--- src/hdl/quadratic_root_solver_defines.svh ---
// Assertion macros used by the quadratic root solver top level
`ifndef QUADRATIC_ROOT_SOLVER_DEFINES_SVH
`define QUADRATIC_ROOT_SOLVER_DEFINES_SVH

// same-cycle implication, sampled on clk, off during reset
`define QRS_ASSERT_NOW(lbl, ante, cons, msg) \
	lbl: assert property (@(posedge clk) disable iff (!arst_n) (ante) |-> (cons)) else $error(msg);

// next-cycle implication, sampled on clk, off during reset
`define QRS_ASSERT_NEXT(lbl, ante, cons, msg) \
	lbl: assert property (@(posedge clk) disable iff (!arst_n) (ante) |=> (cons)) else $error(msg);

`endif

--- src/hdl/qrs_sqrt.sv ---
// Pipelined integer square root, one result bit per stage
`timescale 1ns / 1ps
module qrs_sqrt #(
	parameter int XW     = 65,
	parameter int RW     = 33,
	parameter int SIDE_W = 8
) (
	input  logic              clk,
	input  logic              arst_n,
	input  logic              en,
	input  logic              src_valid,
	input  logic [XW-1:0]     radicand,
	input  logic [SIDE_W-1:0] src_side,
	output logic              res_valid,
	output logic [RW-1:0]     res_root,
	output logic [SIDE_W-1:0] res_side
);
	localparam int PW  = 2 * RW;
	localparam int RMW = RW + 2;

	logic [PW-1:0]     x_s    [1:RW];
	logic [RW-1:0]     r_s    [1:RW];
	logic [RMW-1:0]    m_s    [1:RW];
	logic [SIDE_W-1:0] side_s [1:RW];
	logic              v_s    [1:RW];

	for (genvar gi = 0; gi < RW; gi++) begin : g_st
		logic [PW-1:0]     xp;
		logic [RW-1:0]     rp;
		logic [RMW-1:0]    mp;
		logic [SIDE_W-1:0] sp;
		logic              vp;
		logic [RMW-1:0]    rem2;
		logic [RMW-1:0]    trial;
		logic              ge;

		if (gi == 0) begin : g_first
			assign xp = PW'(radicand);
			assign rp = '0;
			assign mp = '0;
			assign sp = src_side;
			assign vp = src_valid;
		end else begin : g_next
			assign xp = x_s[gi];
			assign rp = r_s[gi];
			assign mp = m_s[gi];
			assign sp = side_s[gi];
			assign vp = v_s[gi];
		end

		assign rem2  = {mp[RMW-3:0], xp[PW-1:PW-2]};
		assign trial = {rp, 2'b01};
		assign ge    = rem2 >= trial;

		always_ff @(posedge clk or negedge arst_n) begin
			if (!arst_n) begin
				v_s[gi+1] <= 1'b0;
			end else if (en) begin
				v_s[gi+1] <= vp;
			end
		end

		always_ff @(posedge clk) begin
			if (en) begin
				x_s[gi+1]    <= {xp[PW-3:0], 2'b00};
				r_s[gi+1]    <= {rp[RW-2:0], ge};
				m_s[gi+1]    <= ge ? rem2 - trial : rem2;
				side_s[gi+1] <= sp;
			end
		end
	end

	assign res_valid = v_s[RW];
	assign res_root  = r_s[RW];
	assign res_side  = side_s[RW];
endmodule

--- config.mk ---
export PLATFORM = sky130hd
export DESIGN_NAME = qrs_sqrt
export DESIGN_NICKNAME = d
export VERILOG_FILES = /design/src/hdl/quadratic_root_solver_defines.svh /design/src/hdl/qrs_sqrt.sv
export SDC_FILE = /design/constraint.sdc
export NUM_CORES = 2
export LEC_CHECK = 0
export BUFFER_PORTS_ARGS = -buffer_cell sky130_fd_sc_hd__buf_2
export CORE_MARGIN = 3
export CORE_UTILIZATION = 35
export CTS_BUF_LIST = sky130_fd_sc_hd__clkbuf_8 sky130_fd_sc_hd__clkbuf_16
export CTS_CLUSTER_DIAMETER = 80
export DETAILED_ROUTE_END_ITERATION = 8
export GPL_ROUTABILITY_DRIVEN = 0
export GPL_TIMING_DRIVEN = 1
export SYNTH_ARGS = -nofsm -noshare
export SYNTH_HDL_FRONTEND = slang
export SYNTH_MEMORY_MAX_BITS = 65536
export SYNTH_SLANG_ARGS = --single-unit
--- constraint.sdc ---
create_clock -name clk -period 4.5 [get_ports clk]
set_input_delay 0 -clock clk [delete_from_list [all_inputs] [get_ports clk]]
set_output_delay 0 -clock clk [all_outputs]
set_load 0.03 [all_outputs]
==> results.py <==
metrics = {
    "worst_setup_path": {
        "critPathKind": "reg -> reg",
        "ff2ff_setup_slack_ns": 0.29,
        "worstPathArrival_ns": 4.80,
        "endpoint_kind": "flop",
        "cp_max_fo": 31,
        "required_ns": 5.09,
        "critPathLaunchType": "flop",
    },
    "layout": {
        "final_cells": 15500,
        "areaGrowthSynthToFinish_pct": 14.9,
        "drive_gt1_share_pct": 8.67,
        "nNetsFinal": 10900,
        "fin_area_um2": 150000,
    },
    "clock_tree": {
        "postCtsSetupBuffers": 0,
        "clockBufferDepth": 4,
        "cts_tree": "built",
        "root_buffer": "clkbuf_16",
        "clkLatencyLatePin_ns": 0.92,
        "h-tree-depth": 5,
        "clkTransAtPathRegs_ns": 0.05,
        "numCtsBuffers": 328,
        "clock_sinks": 2916,
    },
    "route": {
        "drc_errors": 0,
        "vias": 77500,
        "drtAntennaViolNets": 0,
        "drt_iter0_markers": 6428,
        "via_per_inst": 5.01,
        "wl_per_cell_um": 16.8,
        "routed_wirelength_mm": 260,
        "drtPass1Iterations": 6,
    },
    "placed_design": {
        "hpwlAfterDp_mm": 181,
        "placed_cells": 14700,
        "port_buffers": 118,
        "place_area_um2": 138000,
        "pre_cts_ws_ns": 0.420,
    },
    "die": {
        "core_um2": 371000,
        "die-area_um2": 381000,
        "pin_count": 119,
        "initial_core_util_pct": 35.3,
        "fp.dieH_um": 617,
        "die-width_um": 617,
        "std_cell_rows": 223,
    },
    "sta": {
        "setup_viol": 0,
        "slew_violations": 0,
        "setup_tns_ns": 0,
        "rsz0062_at_grt": "false",
        "timing_hold_violations_final": 0,
        "fin_skew_ns": 0.0498,
        "min_period_ns": 4.21,
        "worst_slew_margin_rel_pct": 24.9,
        "clock.fmax_mhz": 237,
        "worst_pin_slew_ns": 1.13,
        "post-route-period-util_pct": 93.6,
        "fin_ws_ns": 0.287,
    },
    "grt": {
        "grt_pass1_vias": 77600,
        "antenna_found_initial": 4,
        "grt_max_degree": 194,
        "grt_overflow": 0,
        "grt_pass1_wl_mm": 415,
        "track_usage_pct": 13.2,
    },
    "synthesis": {
        "synth-seq-cells": 2916,
        "async_reset_ff_share_pct": 1.13,
        "syn_inst": 9743,
        "yosys-top-cells-area": "edfxtp_1, ha_1, xnor2_1, xor2_1, a21oi_1",
        "yosys_warnings": 0,
        "synth.largest_area_cell": "edfxtp_1",
        "syn_nets": 10400,
        "yosys_most_used_dff": "edfxtp_1",
        "synthDistinctLibCells": 87,
        "synth_edf_count": 2883,
        "synth.cell_area_um2": 131000,
        "ys_seq_area_share_pct": 66.8,
        "synth_top_area_share_pct": 66.2,
        "syn_avg_cell_area_um2": 13.4,
    },
    "pwr": {
        "powerDensity_nw_per_um2": 522,
        "p_leak_nw": 56.9,
        "peakVddDrop_v": 0.000322,
    },
    "run": {
        "max-cap-violations": 0,
    },
    "min_path": {
        "hold_class": "in -> reg",
    },
    "run_status": {
        "status": "finished, final reports clean",
    },
}
-- placed cells by master, fill, tap and decap left out, types with 332 or more instances in the layout --
cell,n
o21ai_0,500
nand2_1,639
ha_1,594
xnor2_1,409
inv_1,799
a21oi_1,608
edfxtp_1,2883
xor2_1,408
nor2_1,604
clkbuf_16,332
-- critical path: stages, from the launching register on --
cell and delay, ns:
edfxtp_1 0.38, inv_1 0.06, ha_1 0.34, o21ai_0 0.24
a21oi_1 0.10, a2111oi_0 0.48, o31a_1 0.31, o21ai_0 0.21
a2111oi_0 0.67, buf_4 0.25, or2_2 0.15, o21a_1 0.24
inv_1 0.06, buf_4 0.24, nor2_1 0.14, a21oi_1 0.05
-- flip-flops by register name (all words and copies together), names as in the netlist --
signal / cells
x_s: 1056
r_s: 561
res_valid: 1
side_s: 264
m_s: 1002
g_st.vp: 32
-- logic make-up (layout without fill, tap and decap cells) --
group | Yosys count | after routing | synth area share [%]
compound gates | 1918 | 1918 | 9.03
simple gates | 2435 | 2435 | 9.17
fa+ha+maj | 594 | 594 | 5.68
other cells | 1 | 3 | 0.00287
mux | 128 | 128 | 1.09
xor+xnor | 817 | 817 | 5.47
flops | 2916 | 2916 | 66.8
buf+inv | 934 | 1715 | 2.69
-- cells in the mapped netlist (all sizes together) (10+ instances only) --
cell type     n
a2111oi      20
a211o        12
a211oi       51
a21boi       26
a21o        274
a21oi       609
a221oi       11
a311oi       10
a31oi        46
and2         30
and3         47
and4         13
clkbuf      185
dfrtp        33
edfxtp     2883
ha          594
inv         739
mux2        120
nand2       639
nand2b      135
nand3       156
nand3b       18
nand4        98
nor2        604
nor2b        76
nor3        206
nor3b        17
nor4        129
nor4b        16
o211ai       32
o21a         94
o21ai       503
o21bai       48
o22ai        13
o31a         13
o31ai        55
o41ai        16
or2          57
or3         101
or4          65
xnor2       409
xor2        408
-- per-layer routing --
metal  routed length (µm)  GRT usage (%)  up-vias  part of all wire (%)
met2               122000           21.8     2337                    47
met1               112000           17.0    37300                    43
met5                    0              0        -                     0
met4                11600           5.85        0                   4.5
li1                     -              -    37200                     -
met3                14200           2.40      680                   5.5
-- power breakdown --
part | internal (mW) | switching (mW) | leakage (nW) | total (mW)
sequential | 34.3 | 2.13 | 28.2 | 36.5
clock | 15.3 | 10.8 | 5.41 | 26.1
combinational | 6.63 | 9.20 | 23.3 | 15.8
total | 56.3 | 22.1 | 56.9 | 78.4
-- repair_timing --
action	in CTS	in global routing
gates resized for setup	0	0
endpoints found under the hold margin	860	0
hold buffers	153	0
-- stage by stage --
step           hold WS, ns  power, mW  utilization [%]
4_1_cts             0.0366       79.2             40.5
3_5_place_dp        0.0955       52.4             37.3
3_3_place_gp        0.0638       51.8             37.3
6_report             0.107       78.4             40.5
2_1_floorplan       -0.296       47.5                -
5_1_grt             0.0622       82.6             40.5
-- worst paths after layout --
path / from / to / cells after the start
max: r_s[22][1] / m_s[23][3] / 15
min: en / x_s[1][22] / 2
max reg2reg: r_s[22][1] / m_s[23][3] / 15
min reg2reg: x_s[17][56] / x_s[18][58] / 0
max in group asynchronous: arst_n / g_st[12].vp / 4
min in group asynchronous: arst_n / g_st[30].vp / 4
-- final cells by class --
cell class / instances / area [µm²]
Antenna cell: 2 / 5.00
Clock buffer: 334 / 8340
Clock inverter: 254 / 2300
Fill cell: 33900 / 220000
Inverter: 740 / 2780
Multi-Input combinational cell: 5893 / 39900
Sequential cell: 2916 / 87400
Tap cell: 4950 / 6190
Timing Repair Buffer: 387 / 3320
(Power assumes the default switching activity.)
